[config.mk]
export PLATFORM = sky130hd
export DESIGN_NAME = double_ended_queue_flat
export DESIGN_NICKNAME = d
export VERILOG_FILES = /design/src/hdl/deq_pkg.sv /design/src/hdl/deq_if.sv /design/src/hdl/deq_ctrl.sv /design/src/hdl/deq_dpath.sv /design/src/hdl/double_ended_queue.sv /design/src/flat_wrapper.sv
export SDC_FILE = /design/constraint.sdc
export NUM_CORES = 1
export LEC_CHECK = 0
export ABC_AREA = 1
export ABC_CLOCK_PERIOD_IN_PS = 4000
export BUFFER_PORTS_ARGS = -buffer_cell sky130_fd_sc_hd__buf_2
export CAP_MARGIN = 20
export CORE_MARGIN = 1
export CORE_UTILIZATION = 30
export DETAILED_ROUTE_END_ITERATION = 7
export PLACE_DENSITY_LB_ADDON = 0.2
export REMOVE_ABC_BUFFERS = 1
export SLEW_MARGIN = 20
export SYNTH_ARGS = -nofsm -noshare
export SYNTH_HDL_FRONTEND = slang
export SYNTH_SLANG_ARGS = --single-unit
[constraint.sdc]
create_clock -name clk_i -period 4 [get_ports clk_i]
set_input_delay 0.2 -clock clk_i [delete_from_list [all_inputs] [get_ports clk_i]]
set_output_delay 0.2 -clock clk_i [all_outputs]
set_load 0.05 [all_outputs]
[src/hdl/deq_pkg.sv]
// ----------------------------------------------------------------------------
// deq_pkg
// Shared types and constants of the double-ended queue.
// ----------------------------------------------------------------------------
package deq_pkg;

  localparam int unsigned DEPTH_DEFAULT = 16;
  localparam int unsigned VALUE_W       = 32;
  localparam int unsigned CMD_W         = 2;
  localparam int unsigned STATUS_W      = 2;
  localparam int unsigned COUNT_W       = 5;

  typedef enum logic [CMD_W-1:0] {
    CMD_PUSH_HEAD = 2'd0,
    CMD_PUSH_TAIL = 2'd1,
    CMD_POP_HEAD  = 2'd2,
    CMD_POP_TAIL  = 2'd3
  } cmd_e;

  typedef enum logic [STATUS_W-1:0] {
    ST_OK    = 2'd0,
    ST_EMPTY = 2'd1,
    ST_FULL  = 2'd2
  } status_e;

  typedef enum logic [1:0] {
    S_IDLE,
    S_EXEC,
    S_READ,
    S_LOAD
  } state_e;

  // controller -> datapath
  typedef struct packed {
    logic latch;
    logic exec;
    logic load_out;
  } ctrl_cmd_t;

  // datapath -> controller
  typedef struct packed {
    logic is_pop;
  } dp_stat_t;

endpackage

[src/hdl/deq_if.sv]
// ----------------------------------------------------------------------------
// deq_req_if / deq_rsp_if
// Valid/ready channels for requests and responses of the queue.
// ----------------------------------------------------------------------------
interface deq_req_if;
  logic                                valid;
  logic                                ready;
  logic [deq_pkg::CMD_W-1:0]           cmd;
  logic signed [deq_pkg::VALUE_W-1:0]  item_value;

  modport source (output valid, output cmd, output item_value, input ready);
  modport sink   (input valid, input cmd, input item_value, output ready);
endinterface

interface deq_rsp_if;
  logic                                valid;
  logic                                ready;
  logic signed [deq_pkg::VALUE_W-1:0]  popped_value;
  logic [deq_pkg::STATUS_W-1:0]        status;
  logic [deq_pkg::COUNT_W-1:0]         item_count;

  modport source (output valid, output popped_value, output status, output item_count,
                  input ready);
  modport sink   (input valid, input popped_value, input status, input item_count,
                  output ready);
endinterface

[src/hdl/deq_ctrl.sv]
// ----------------------------------------------------------------------------
// deq_ctrl
// Sequencer: accept, execute, optional memory read, load output register.
// ----------------------------------------------------------------------------
module deq_ctrl (
  input  logic                  clk_i,
  input  logic                  rst_ni,
  input  logic                  req_valid_i,
  output logic                  req_ready_o,
  output logic                  rsp_valid_o,
  input  logic                  rsp_ready_i,
  output deq_pkg::ctrl_cmd_t    cmd_o,
  input  deq_pkg::dp_stat_t     stat_i
);

  deq_pkg::state_e state_q, state_d;
  logic            out_valid_q, out_valid_d;
  logic            out_free;

  assign out_free = !out_valid_q || rsp_ready_i;

  always_ff @(posedge clk_i or negedge rst_ni) begin
    if (!rst_ni) begin
      state_q     <= deq_pkg::S_IDLE;
      out_valid_q <= 1'b0;
    end else begin
      state_q     <= state_d;
      out_valid_q <= out_valid_d;
    end
  end

  always_comb begin
    state_d = state_q;
    unique case (state_q)
      deq_pkg::S_IDLE: if (req_valid_i) state_d = deq_pkg::S_EXEC;
      deq_pkg::S_EXEC: state_d = stat_i.is_pop ? deq_pkg::S_READ : deq_pkg::S_LOAD;
      deq_pkg::S_READ: state_d = deq_pkg::S_LOAD;
      deq_pkg::S_LOAD: if (out_free) state_d = deq_pkg::S_IDLE;
      default:         state_d = deq_pkg::S_IDLE;
    endcase
  end

  always_comb begin
    cmd_o       = '0;
    req_ready_o = 1'b0;
    out_valid_d = out_valid_q && !rsp_ready_i;
    unique case (state_q)
      deq_pkg::S_IDLE: begin
        req_ready_o = 1'b1;
        cmd_o.latch = req_valid_i;
      end
      deq_pkg::S_EXEC: cmd_o.exec = 1'b1;
      deq_pkg::S_READ: ;
      deq_pkg::S_LOAD: begin
        if (out_free) begin
          cmd_o.load_out = 1'b1;
          out_valid_d    = 1'b1;
        end
      end
      default: ;
    endcase
  end

  assign rsp_valid_o = out_valid_q;

endmodule

[src/hdl/deq_dpath.sv]
// ----------------------------------------------------------------------------
// deq_dpath
// Ring store, head/tail pointers, entry count and output register.
// ----------------------------------------------------------------------------
module deq_dpath #(
  parameter int unsigned DEPTH = deq_pkg::DEPTH_DEFAULT
) (
  input  logic                                clk_i,
  input  logic                                rst_ni,
  input  deq_pkg::ctrl_cmd_t                  cmd_i,
  output deq_pkg::dp_stat_t                   stat_o,
  input  logic [deq_pkg::CMD_W-1:0]           req_cmd_i,
  input  logic signed [deq_pkg::VALUE_W-1:0]  req_value_i,
  output logic signed [deq_pkg::VALUE_W-1:0]  popped_value_o,
  output logic [deq_pkg::STATUS_W-1:0]        status_o,
  output logic [deq_pkg::COUNT_W-1:0]         item_count_o
);

  localparam int unsigned AW = $clog2(DEPTH);
  localparam int unsigned CW = $clog2(DEPTH + 1);
  localparam logic [AW-1:0] LAST_IDX = AW'(DEPTH - 1);
  localparam logic [CW-1:0] FULL_CNT = CW'(DEPTH);

  logic [deq_pkg::VALUE_W-1:0] mem [DEPTH];

  deq_pkg::cmd_e                 op_q;
  logic [deq_pkg::VALUE_W-1:0]   val_q;
  logic [AW-1:0]                 head_q, head_d, tail_q, tail_d;
  logic [CW-1:0]                 cnt_q, cnt_d;
  logic [deq_pkg::VALUE_W-1:0]   rdata_q;
  deq_pkg::status_e              st_q, st_d;
  logic                          pop_ok_q;

  logic          is_pop, fail, wr_en, rd_en;
  logic [AW-1:0] waddr, raddr, head_inc, head_dec, tail_inc, tail_dec;

  assign head_inc = (head_q == LAST_IDX) ? '0 : head_q + AW'(1);
  assign head_dec = (head_q == '0) ? LAST_IDX : head_q - AW'(1);
  assign tail_inc = (tail_q == LAST_IDX) ? '0 : tail_q + AW'(1);
  assign tail_dec = (tail_q == '0) ? LAST_IDX : tail_q - AW'(1);

  assign is_pop        = op_q[1];
  assign stat_o.is_pop = is_pop;

  always_comb begin
    head_d = head_q;
    tail_d = tail_q;
    cnt_d  = cnt_q;
    waddr  = tail_q;
    raddr  = head_q;
    wr_en  = 1'b0;
    rd_en  = 1'b0;
    st_d   = deq_pkg::ST_OK;
    fail   = is_pop ? (cnt_q == '0) : (cnt_q == FULL_CNT);
    if (fail) begin
      st_d = is_pop ? deq_pkg::ST_EMPTY : deq_pkg::ST_FULL;
    end else begin
      unique case (op_q)
        deq_pkg::CMD_PUSH_HEAD: begin
          head_d = head_dec;
          waddr  = head_dec;
          wr_en  = 1'b1;
          cnt_d  = cnt_q + CW'(1);
        end
        deq_pkg::CMD_PUSH_TAIL: begin
          tail_d = tail_inc;
          waddr  = tail_q;
          wr_en  = 1'b1;
          cnt_d  = cnt_q + CW'(1);
        end
        deq_pkg::CMD_POP_HEAD: begin
          head_d = head_inc;
          raddr  = head_q;
          rd_en  = 1'b1;
          cnt_d  = cnt_q - CW'(1);
        end
        deq_pkg::CMD_POP_TAIL: begin
          tail_d = tail_dec;
          raddr  = tail_dec;
          rd_en  = 1'b1;
          cnt_d  = cnt_q - CW'(1);
        end
        default: ;
      endcase
    end
  end

  // ring store
  always_ff @(posedge clk_i) begin
    if (cmd_i.exec && wr_en) mem[waddr] <= val_q;
    if (cmd_i.exec && rd_en) rdata_q <= mem[raddr];
  end

  always_ff @(posedge clk_i or negedge rst_ni) begin
    if (!rst_ni) begin
      head_q <= '0;
      tail_q <= '0;
      cnt_q  <= '0;
    end else if (cmd_i.exec) begin
      head_q <= head_d;
      tail_q <= tail_d;
      cnt_q  <= cnt_d;
    end
  end

  always_ff @(posedge clk_i) begin
    if (cmd_i.latch) begin
      op_q  <= deq_pkg::cmd_e'(req_cmd_i);
      val_q <= req_value_i;
    end
    if (cmd_i.exec) begin
      st_q     <= st_d;
      pop_ok_q <= rd_en;
    end
    if (cmd_i.load_out) begin
      popped_value_o <= pop_ok_q ? rdata_q : '0;
      status_o       <= st_q;
      item_count_o   <= deq_pkg::COUNT_W'(cnt_q);
    end
  end

endmodule

[src/hdl/double_ended_queue.sv]
// ----------------------------------------------------------------------------
// double_ended_queue
// Double-ended queue of signed 32-bit values in a ring store.
// ----------------------------------------------------------------------------
// Request channel req_i carries cmd (push head, push tail, pop head, pop tail)
// and item_value (used by pushes only). Response channel rsp_o returns one
// transfer per request: popped_value (zero unless a pop succeeded), status
// (ok, pop on empty, push on full) and item_count after the request, taken
// modulo 32. A failed request leaves the queue unchanged.
// A push passes through the sequencer's execute and output load steps; a pop
// (failed or not) also passes through the registered read of the ring store
// in between. One request is in work at a time; the next request transfer is
// possible in the cycle after the response is loaded.
// A response waiting in the output register does not block the next request;
// a stalled receiver holds that request at the output load step.
// Reset clears the pointers and the count (empty queue) and drops any pending
// response; the ring store needs no clearing.
// ----------------------------------------------------------------------------
module double_ended_queue #(
  parameter int unsigned DEPTH = deq_pkg::DEPTH_DEFAULT
) (
  input  logic       clk_i,
  input  logic       rst_ni,
  deq_req_if.sink    req_i,
  deq_rsp_if.source  rsp_o
);

  deq_pkg::ctrl_cmd_t ctrl_cmd;
  deq_pkg::dp_stat_t  dp_stat;

  deq_ctrl u_ctrl (
    .clk_i       (clk_i),
    .rst_ni      (rst_ni),
    .req_valid_i (req_i.valid),
    .req_ready_o (req_i.ready),
    .rsp_valid_o (rsp_o.valid),
    .rsp_ready_i (rsp_o.ready),
    .cmd_o       (ctrl_cmd),
    .stat_i      (dp_stat)
  );

  deq_dpath #(
    .DEPTH (DEPTH)
  ) u_dpath (
    .clk_i          (clk_i),
    .rst_ni         (rst_ni),
    .cmd_i          (ctrl_cmd),
    .stat_o         (dp_stat),
    .req_cmd_i      (req_i.cmd),
    .req_value_i    (req_i.item_value),
    .popped_value_o (rsp_o.popped_value),
    .status_o       (rsp_o.status),
    .item_count_o   (rsp_o.item_count)
  );

endmodule

[src/flat_wrapper.sv]
// flat-port wrapper written by rule: the top's interface ports become plain ports
module double_ended_queue_flat 
#(
  parameter int unsigned DEPTH = deq_pkg::DEPTH_DEFAULT
)
  (clk_i, rst_ni, req_i_valid, req_i_cmd, req_i_item_value, req_i_ready, rsp_o_valid, rsp_o_popped_value, rsp_o_status, rsp_o_item_count, rsp_o_ready);
  deq_req_if req_i_i ();
  deq_rsp_if rsp_o_i ();
  input  logic clk_i;
  input  logic rst_ni;
  input wire logic [$bits(req_i_i.valid)-1:0] req_i_valid;
  input wire logic [$bits(req_i_i.cmd)-1:0] req_i_cmd;
  input wire logic [$bits(req_i_i.item_value)-1:0] req_i_item_value;
  output wire logic [$bits(req_i_i.ready)-1:0] req_i_ready;
  output wire logic [$bits(rsp_o_i.valid)-1:0] rsp_o_valid;
  output wire logic [$bits(rsp_o_i.popped_value)-1:0] rsp_o_popped_value;
  output wire logic [$bits(rsp_o_i.status)-1:0] rsp_o_status;
  output wire logic [$bits(rsp_o_i.item_count)-1:0] rsp_o_item_count;
  input wire logic [$bits(rsp_o_i.ready)-1:0] rsp_o_ready;
  assign req_i_i.valid = req_i_valid;
  assign req_i_i.cmd = req_i_cmd;
  assign req_i_i.item_value = req_i_item_value;
  assign req_i_ready = req_i_i.ready;
  assign rsp_o_valid = rsp_o_i.valid;
  assign rsp_o_popped_value = rsp_o_i.popped_value;
  assign rsp_o_status = rsp_o_i.status;
  assign rsp_o_item_count = rsp_o_i.item_count;
  assign rsp_o_i.ready = rsp_o_ready;
  double_ended_queue #(.DEPTH(DEPTH)) u_core (.clk_i(clk_i), .rst_ni(rst_ni), .req_i(req_i_i), .rsp_o(rsp_o_i));
endmodule
==> results of run 1 <==
-- cells in the final DEF, fill, tap and decap left out, drive strengths merged, types with 16 or more instances in the layout --
| cell | n |
|---|---|
| nor2 | 30 |
| inv | 518 |
| nand3 | 626 |
| nand2 | 403 |
| nand3b | 64 |
| o21ai | 25 |
| buf | 120 |
| edfxtp | 620 |
| dlygate4sd3 | 37 |
| clkinv | 26 |
| clkbuf | 99 |
| dfrtp | 16 |
-- cells in the mapped netlist, drive strengths merged (3+ instances only) --
library cell  instances
nand2               403
nand3               626
dfrtp                16
xor2                  8
xnor2                 3
nand3b               64
buf                 117
edfxtp              620
clkbuf               13
nor2                 30
o21ai                25
inv                 516
ha                   10
a21oi                 7
o22ai                 3
-- worst max-delay path by stage --
stage / cells past startpoint / slack [ps] / end / start
6_report: 11 / 620 / u_core.u_dpath.mem[6][30]$_DFFE_PP_ / u_core.u_dpath.op_q[1]$_DFFE_PP_
5_1_grt: 11 / 400 / u_core.u_dpath.mem[6][30]$_DFFE_PP_ / u_core.u_dpath.op_q[1]$_DFFE_PP_
4_1_cts: 11 / 620 / u_core.u_dpath.mem[7][30]$_DFFE_PP_ / u_core.u_dpath.op_q[1]$_DFFE_PP_
3_5_place_dp: 11 / 610 / u_core.u_dpath.mem[6][12]$_DFFE_PP_ / u_core.u_dpath.op_q[1]$_DFFE_PP_
3_3_place_gp: 11 / 730 / u_core.u_dpath.mem[4][15]$_DFFE_PP_ / u_core.u_dpath.op_q[1]$_DFFE_PP_
2_1_floorplan: 10 / -1910 / u_core.u_dpath.rdata_q[28]$_DFFE_PP_ / u_core.u_dpath.op_q[1]$_DFFE_PP_
-- flip-flops by register name (all words and copies together), names as in the netlist --
register and count:
u_core.u_dpath.mem 512, u_core.u_dpath.popped_value_o 32, u_core.u_dpath.rdata_q 32, u_core.u_dpath.val_q 32, u_core.u_dpath.cnt_q 5, u_core.u_dpath.item_count_o 5, u_core.u_dpath.head_q 4, u_core.u_dpath.tail_q 4
u_core.u_ctrl.state_q 2, u_core.u_dpath.op_q 2, u_core.u_dpath.st_q 2, u_core.u_dpath.status_o 2, u_core.u_ctrl.rsp_valid_o 1, u_core.u_dpath.pop_ok_q 1
-- cell families (layout without fill, tap and decap cells) --
group                    after synthesis  in the layout  synth area share
XOR/XNOR                              11             11           0.00351
adder cells (fa/ha/maj)               11             11           0.00529
AND/OR/NAND/NOR                     1124           1124             0.194
AO/OA/AOI/OAI                         37             37           0.00757
buffers and inverters                648            807            0.0965
flip-flops                           636            636             0.693
-- power breakdown --
group	switching, uW	leakage (uW)	internal [uW]
Sequential	508	0.00581	8370
Clock	2710	0.00114	3820
Combinational	6280	0.00615	2380
-- layout make-up --
class / count / area (sq um)
multi-input cells: 1183 / 5970
fillers: 8890 / 58200
clock buffers: 99 / 2020
well taps: 1176 / 1470
repair buffers: 157 / 1310
clock inverters: 33 / 307
flip-flops and latches: 636 / 19000
inverters: 518 / 1950
-- repair_timing --
action                                 CTS  global route
resized for setup                        0             0
setup endpoints to repair                0             0
endpoints found under the hold margin   52             0
hold buffers                            37             0
-- metal layers --
layer  track usage  routed length, um
met3        0.0246               3570
met5             0                  0
met4        0.0442               1220
met1         0.220              34000
met2         0.259              34500
-- through the flow --
step	hold WS, ps	cell area [sq um]
detailed placement	169	29400
floorplan	-95.6	26700
global route	91.1	32000
finish	58.9	32000
CTS	44.0	32000
global placement	171	29400
==> flow_summary.json, run 1 <==
{
  "syn2layout_area_growth_pct": 16.8,
  "wl_per_cell_um": 19.3,
  "clkLatencyLatePin_ps": 620,
  "min_path_type": "in -> async",
  "critical_path_class": "reg -> reg",
  "synth-main-ff-cell": "edfxtp_1",
  "cp_max_fo": 19,
  "setup_viol": 0,
  "start_kind": "flop",
  "antenna_found_initial": 1,
  "die_area_sq_um": 92700,
  "synth_area_sq_um": 27400,
  "yosysTopAreaCellShare": 0.678,
  "slowest_delay_ps": 580,
  "cts_made_buffers": 74,
  "clock-sinks": 636,
  "clockBufferDepth": 3,
  "fin_skew_ps": 23.1,
  "slew_viol_final": 0,
  "synthTopCellsByArea": "edfxtp_1 (68%), nand3_1 (11%), inv_1 (7.0%)",
  "synth_edf_count": 620,
  "syn_area_per_cell_sq_um": 11.1,
  "timing.setup.tns_ps": 0,
  "ys_ff_latch": 636,
  "io_pins": 79,
  "finalHoldViolations": 0,
  "grt_pass1_wl_mm": 111,
  "synth-async-reset-ratio": 0.0252,
  "grt_start_max_net_pins": 129,
  "rows": 110,
  "fmax_ghz": 0.296,
  "min_period_ps": 3380,
  "timing.final.crit_share": 0.845,
  "cp.required_ps": 4290,
  "synth_top_cell_by_area": "edfxtp_1",
  "end_kind": "flop",
  "gp_congestion": 0.766,
  "clk_pin_slew_ps": 60,
  "crit_family": "simple AND/OR/NAND/NOR gates",
  "total_power_uw": 24100,
  "worst_path_max_delay_cell": "edfxtp_1",
  "final_util": 0.355,
  "drt_iter0_markers": 1364,
  "yosys_warnings": 0,
  "io_buffers": 78,
  "crit_chain": "inv_2 > nand2_2 > nand2_4 > nand2_8 > inv_6 > nor2_8 > inv_1 > nor2_1 > nand3_1 > nor2_4 > buf_12",
  "netlist_instances": 2467,
  "reg2reg_slack_ps": 620,
  "ctsHtreeMaxLevel": 3,
  "arrival_ps": 3670,
  "core_area_sq_um": 90300,
  "drt_wl_total_mm": 73.3,
  "p_per_area_nw_per_um2": 751,
  "peakVddDrop_uv": 748,
  "setup_slack_ps": 621,
  "status": "completed",
  "drc_errors": 0,
  "cts_setup_buffers": 0,
  "leakage_uw": 0.0131,
  "grt_usage": 0.159,
  "rsz0062_at_grt": "no",
  "tightest_slew_ps": 896,
  "final_cells": 3802,
  "die_w_um": 304,
  "dpl_worst_slack_ps": 615,
  "grt-ovfl-total": 0,
  "vias": 17664,
  "crit_buf_inv": 4,
  "nets": 2619,
  "cap_violations": 0,
  "die_y_um": 304,
  "start_util": 0.304,
  "cts_tree": "built",
  "drive_above_1_share": 0.102,
  "r2r_start": "u_core.u_dpath.op_q[1]$_DFFE_PP_",
  "ff2ff_path_depth": 11,
  "diodes": 0,
  "slew_headroom": 0.402,
  "ys_seq_area_frac": 0.693,
  "r2r-end": "u_core.u_dpath.mem[6][30]$_DFFE_PP_",
  "dr.pass1.iters": 5,
  "synthDistinctLibCells": 33,
  "grt_pass1_vias": 17801,
  "avgViaCountPerCell": 4.65,
  "post-dp-hpwl_mm": 40.3,
  "dpl.cell_count": 3633,
  "root_buffer": "clkbuf_16",
  "antenna_left": 0
}
Note: power is estimated with default switching activity, not from simulation.
==> run 2, diff against run 1 <==
- ABC_AREA: 1 -> 0
- ABC_CLOCK_PERIOD_IN_PS: 4000 -> 2850
- clock period: 4 -> 2.85 ns (I/O delays scaled with it)
==> run 2 against run 1 <==
Effect of this change: setup slack got worse by 600 ps; sequential cell count unchanged; critical path depth fell by 1; clock skew up 0.87 ps; non-clock buffer count is 190 higher.
==> flow_summary.json, run 2 <==
{
  "layout_commonest_cell": "edfxtp_1",
  "antenna_left": 0,
  "ff2ff_path_depth": 10,
  "grt-ovfl-total": 0,
  "grt_start_max_net_pins": 54,
  "multi_input_area_sq_um": 6450,
  "yosys_warnings": 0,
  "dr.pass1.iters": 5,
  "gp_congestion": 0.817,
  "p_sw_frac": 0.356,
  "start_util": 0.304,
  "slew_viol_final": 0,
  "wl_per_cell_um": 25.1,
  "crit_path_frequent_cell": "buf_4",
  "cp_max_fo": 12,
  "final_util": 0.390,
  "cts_made_buffers": 72,
  "fill_cells": 7757,
  "drc_errors": 0,
  "setup_viol": 0,
  "p_per_area_nw_per_um2": 1040,
  "crit_chain": "or4_4 > buf_6 > o211ai_1 > buf_4 > nand2_8 > buf_4 > bufbuf_16 > o211ai_1 > nand4_1 > buf_4",
  "min_period_ps": 2830,
  "die_w_um": 294,
  "p_int_uw": 22000,
  "crit_buf_inv": 5,
  "p_clk_frac": 0.270,
  "cts_tree": "built",
  "fmax_ghz": 0.353,
  "power_frac_seq": 0.363,
  "cap_violations": 0,
  "drive_above_1_share": 0.271,
  "avgViaCountPerCell": 5.13,
  "mostFrequentLayoutCells": "edfxtp_1 (620), o21ai_0 (177), nand3_1 (154), buf_4 (151), buf_2 (78)",
  "netlist_instances": 1684,
  "post-dp-hpwl_mm": 46.2,
  "seq_area_sq_um": 19000,
  "max_flop_register": "u_core.u_dpath.mem",
  "critical_path_class": "reg -> reg",
  "ctsHtreeMaxLevel": 3,
  "end_kind": "flop",
  "status": "completed",
  "worst_path_max_delay_cell": "or4_4",
  "tightest_slew_ps": 844,
  "rows": 106,
  "peakVddDrop_uv": 534,
  "clkLatencyLatePin_ps": 630,
  "root_buffer": "clkbuf_16",
  "synth_edf_count": 620,
  "die_y_um": 294,
  "syn2layout_area_growth_pct": 28.2,
  "p_sw_uw": 12200,
  "min_path_type": "in -> reg",
  "slew_headroom": 0.436,
  "final_cells": 3160,
  "grt_pass1_vias": 16312,
  "nets": 2021,
  "rsz0062_at_grt": "yes",
  "grt_pass1_wl_mm": 113,
  "synth-main-ff-cell": "edfxtp_1",
  "timing.final.crit_share": 0.994,
  "ys_ff_latch": 636,
  "synth-async-reset-ratio": 0.0252,
  "yosys-top-cells-count": "edfxtp_1 (620), o21ai_0 (185), nand3_1 (157)",
  "antenna_found_initial": 2,
  "finalHoldViolations": 0,
  "cp.depth": 10,
  "syn_area_per_cell_sq_um": 15.1,
  "dpl.cell_count": 2957,
  "core_area_sq_um": 84000,
  "leakage_uw": 0.0108,
  "die_area_sq_um": 86200,
  "diodes": 0,
  "min_path_cells": 2,
  "drt_wl_total_mm": 79.3,
  "start_kind": "flop",
  "fin_skew_ps": 24.0,
  "yosysMostFrequentCell": "edfxtp_1",
  "io_pins": 79,
  "arrival_ps": 3220,
  "ys_seq_area_frac": 0.746,
  "synth_top_cell_by_area": "edfxtp_1",
  "p_comb_frac": 0.367,
  "clock-sinks": 636,
  "synth_area_sq_um": 25500,
  "io_buffers": 78,
  "largest_register_ffs": 512,
  "drt_iter0_markers": 1457,
  "clockBufferDepth": 3,
  "slowest_delay_ps": 590,
  "synthDistinctLibCells": 64,
  "crit_family": "buffers and inverters",
  "clk_pin_slew_ps": 60,
  "synthTopCellsByArea": "edfxtp_1 (73%), o21ai_0 (3.6%), nand3_1 (3.1%)",
  "cp.required_ps": 3230,
  "grt_usage": 0.179,
  "yosysTopAreaCellShare": 0.730,
  "vias": 16214
}
==> run 2: what timing repair did <==
item | 4_1_cts | 5_1_grt
cloned | 1 | 6
pin swaps | 3 | 25
endpoints found under the setup margin | 78 | 321
gates resized for setup | 26 | 96
hold endpoints to repair | 52 | 0
buffers inserted | 7 | 23
hold buffers | 38 | 0
==> run 2: worst reg2reg max path, cell delays in order (launching register included) <==
cell       delay [ps]
dfrtp_1           410
or4_4             590
buf_6             160
o211ai_1          200
buf_4             200
nand2_8            90
buf_4             210
bufbuf_16         290
o211ai_1          190
nand4_1           110
buf_4             140
==> run 2: area by class of cell <==
cell class	instances	share of cell area
Sequential cell	636	0.582
Multi-Input combinational cell	903	0.197
Timing Repair Buffer	347	0.105
Clock buffer	80	0.0560
Tap cell	1134	0.0434
Clock inverter	48	0.0153
Inverter	12	0.00138
==> run 2: power groups by stage <==
| stage | clock [uW] | sequential [uW] | combinational [uW] |
|---|---|---|---|
| 6_report | 9210 | 12400 | 12500 |
| 5_1_grt | 9780 | 12500 | 13300 |
| 4_1_cts | 9440 | 12400 | 11800 |
| 3_5_place_dp | 0 | 12600 | 11500 |
| 3_3_place_gp | 0 | 12600 | 11400 |
| 2_1_floorplan | 0 | 13000 | 5180 |
==> run 2: cell families (layout without fill, tap and decap cells) <==
family,count (synthesis),count (layout),synth area share
xor+xnor,12,12,0.00412
compound gates,494,495,0.124
fa+ha+maj,11,11,0.00569
simple gates,314,314,0.0673
flops,636,636,0.746
mux,71,71,0.0295
buf+inv,146,487,0.0235
==> run 2: path summary, 6_finish.rpt <==
path                                                      startpoint                              endpoint  slack [ps]
worst max register to register   u_core.u_dpath.cnt_q[3]$_DFFE_PN0P_  u_core.u_dpath.rdata_q[12]$_DFFE_PP_          20
worst min register to register  u_core.u_dpath.st_q[0]$_SDFFCE_PN0P_  u_core.u_dpath.status_o[0]$_DFFE_PP_         430
min in group asynchronous                                     rst_ni   u_core.u_ctrl.rsp_valid_o$_DFF_PN0_         690
worst min-delay path                             req_i_item_value[0]     u_core.u_dpath.val_q[0]$_DFFE_PP_         220
worst max-delay path             u_core.u_dpath.cnt_q[3]$_DFFE_PN0P_  u_core.u_dpath.rdata_q[12]$_DFFE_PP_          20
max in group asynchronous                                     rst_ni  u_core.u_dpath.tail_q[3]$_DFFE_PN0P_        1580
==> run 2: stage by stage <==
stage               instance area [sq um]  TNS, ps  setup slack [ps]  hold WS, ps  total power, uW
finish                              32700        0              18.0          217            34200
CTS                                 32000    -34.8             -34.8          183            33700
global placement                    29100    -1350              -283         91.7            24000
detailed placement                  29100    -1400              -292          100            24100
global route                        32700     -732             -76.4          213            35600
floorplan                           25000  -779150             -5980         -153            18200
==> run 2: layer usage <==
layer,GRT usage,routed length (um)
met4,0.0455,1450
met2,0.293,37500
met1,0.250,36000
met5,0,0
met3,0.0269,4320
==> run 3, diff against run 2 <==
- BUFFER_PORTS_ARGS: -buffer_cell sky130_fd_sc_hd__buf_2 -> unset
- DONT_BUFFER_PORTS: unset -> 1
==> run 3 against run 2 <==
Effect of this change: non-clock buffer count is 103 lower; count of clock-buffer cells in the layout rose by 22; worst hold slack got worse by 170 ps; via count is essentially flat; routed wire length is 5.4% higher; sequential power increased by 6%; maximum frequency is 0.24% higher; first-iteration DRC count grew 16%; die area did not move; highest routed layer unchanged.
==> flow_summary.json, run 3 (same netlist as run 2, synthesis figures left out) <==
{
  "leakage_uw": 0.0105,
  "end_kind": "flop",
  "clkLatencyLatePin_ps": 650,
  "critical_path_class": "reg -> reg",
  "rows": 106,
  "slew_headroom": 0.435,
  "cp.required_ps": 3250,
  "slowest_delay_ps": 590,
  "setup_viol": 0,
  "vias": 16199,
  "grt_pass1_vias": 16315,
  "timing.final.crit_share": 0.991,
  "antenna_left": 0,
  "rsz0062_at_grt": "yes",
  "cp_max_fo": 5,
  "root_buffer": "clkbuf_16",
  "nets": 1923,
  "ff2ff_path_depth": 11,
  "p_per_area_nw_per_um2": 1060,
  "clock-sinks": 636,
  "p_sw_uw": 12400,
  "ctsHtreeMaxLevel": 3,
  "slew_viol_final": 0,
  "fmax_ghz": 0.354,
  "grt-ovfl-total": 0,
  "antenna_found_initial": 1,
  "status": "completed",
  "startpoint": "u_core.u_dpath.cnt_q[0]$_DFFE_PN0P_",
  "drc_errors": 0,
  "tightest_slew_ps": 848,
  "die_area_sq_um": 86200,
  "grt_pass1_wl_mm": 117,
  "diodes": 0,
  "post-dp-hpwl_mm": 46.3,
  "grt_usage": 0.188,
  "largest_register_ffs": 512,
  "fin_skew_ps": 46.4,
  "start_kind": "flop",
  "cts_tree": "built",
  "p_sw_frac": 0.362,
  "grt_start_max_net_pins": 50,
  "io_buffers": 0,
  "start_util": 0.304,
  "cp-endpoint": "u_core.u_dpath.rdata_q[18]$_DFFE_PP_",
  "drt_iter0_markers": 1684,
  "p_clk_frac": 0.265,
  "peakVddDrop_uv": 492,
  "p_comb_frac": 0.354,
  "drt_wl_total_mm": 83.6,
  "p_int_uw": 21900,
  "arrival_ps": 3230,
  "clk_pin_slew_ps": 60,
  "r2r_start": "u_core.u_dpath.cnt_q[0]$_DFFE_PN0P_",
  "reg2reg_slack_ps": 20,
  "drive_above_1_share": 0.224,
  "min_period_ps": 2830,
  "worst_path_max_delay_cell": "or4_4",
  "r2r-end": "u_core.u_dpath.rdata_q[18]$_DFFE_PP_",
  "final_util": 0.385,
  "max_flop_register": "u_core.u_dpath.mem",
  "power_frac_seq": 0.381,
  "mostFrequentLayoutCells": "edfxtp_1 (620), o21ai_0 (180), nand3_1 (157), buf_4 (117), clkbuf_16 (83)",
  "cap_violations": 0,
  "crit_chain": "or4_4 > buf_6 > o2111a_1 > a22oi_2 > buf_6 > or2_4 > buf_12 > buf_12 > a2bb2oi_1 > nand4_1 > buf_4",
  "cts_made_buffers": 75,
  "layout_commonest_cell": "edfxtp_1",
  "min_path_type": "in -> async",
  "dr.pass1.iters": 5,
  "io_pins": 79,
  "gp_congestion": 0.803,
  "finalHoldViolations": 0,
  "core_area_sq_um": 84000,
  "wl_per_cell_um": 27.3,
  "timing.setup.tns_ps": 0,
  "die_y_um": 294,
  "clockBufferDepth": 3,
  "syn2layout_area_growth_pct": 26.6,
  "avgViaCountPerCell": 5.29,
  "die_w_um": 294
}
## run 3: cell types whose count changed in the layout (fill, tap and decap cells not counted), sizes merged, moves of 2 or more
cell	previous run	this run
buf	303	198
bufinv	7	2
clkbuf	85	110
clkinv	35	24
o211a	2	4
## run 3: layout make-up
class	count	area [sq um]
flip-flops and latches	636	19000
repair buffers	244	3040
multi-input cells	905	6470
clock buffers	102	1990
inverters	12	45.0
well taps	1134	1420
fillers	7787	51600
clock inverters	31	324
## run 3: routing by layer
metal | track usage | vias up | share of wire
met2 | 0.304 | 622 | 0.47
li1 | - | 7106 | -
met5 | 0 | - | 0
met4 | 0.0680 | 0 | 0.033
met3 | 0.0369 | 148 | 0.068
met1 | 0.251 | 8323 | 0.43
## run 3: worst min path at each step
stage	end	slack, ps	cells past startpoint
after floorplan	u_core.u_ctrl.rsp_valid_o$_DFF_PN0_	-150	0
after global placement	u_core.u_ctrl.rsp_valid_o$_DFF_PN0_	-150	0
after detailed placement	u_core.u_ctrl.rsp_valid_o$_DFF_PN0_	-150	0
after CTS	u_core.u_dpath.head_q[1]$_DFFE_PN0P_	40	1
after global routing	u_core.u_dpath.head_q[1]$_DFFE_PN0P_	100	1
final	u_core.u_dpath.head_q[2]$_DFFE_PN0P_	50	1
## run 3: metrics by stage
step | setup WS [ps] | hold slack, ps | instance area (sq um) | cells | power (uW)
2_1_floorplan | -5980 | -153 | 25000 | 1550 | 18200
3_3_place_gp | -276 | -153 | 28600 | 2855 | 23800
3_5_place_dp | -238 | -153 | 28600 | 2855 | 23900
4_1_cts | 12.1 | 40.8 | 31500 | 3033 | 33500
5_1_grt | -55.5 | 98.0 | 32300 | 3064 | 35800
6_report | 24.7 | 46.6 | 32300 | 3064 | 34300
## run 3: repair_timing
action / CTS / global route
endpoints found under the setup margin: 43 / 299
pin swaps: 5 / 18
hold buffers: 37 / 0
gates resized for setup: 23 / 91
gates cloned: 3 / 9
hold endpoints to repair: 53 / 0
setup buffers: 6 / 22
## run 3: power groups by stage
stage / logic [uW] / registers [uW] / clock network [uW]
after floorplan: 5180 / 13000 / 0
after global placement: 10500 / 13300 / 0
after detailed placement: 10600 / 13300 / 0
after CTS: 11100 / 13100 / 9360
after global routing: 12900 / 13200 / 9680
final: 12200 / 13100 / 9110
## run 3: critical path: cells and delay by family, from the launching register on
family	cells	cell delay, ps
AND/OR/NAND/NOR	3	850
buffers and inverters	5	730
AO/OA/AOI/OAI	3	630
flip-flops	1	380
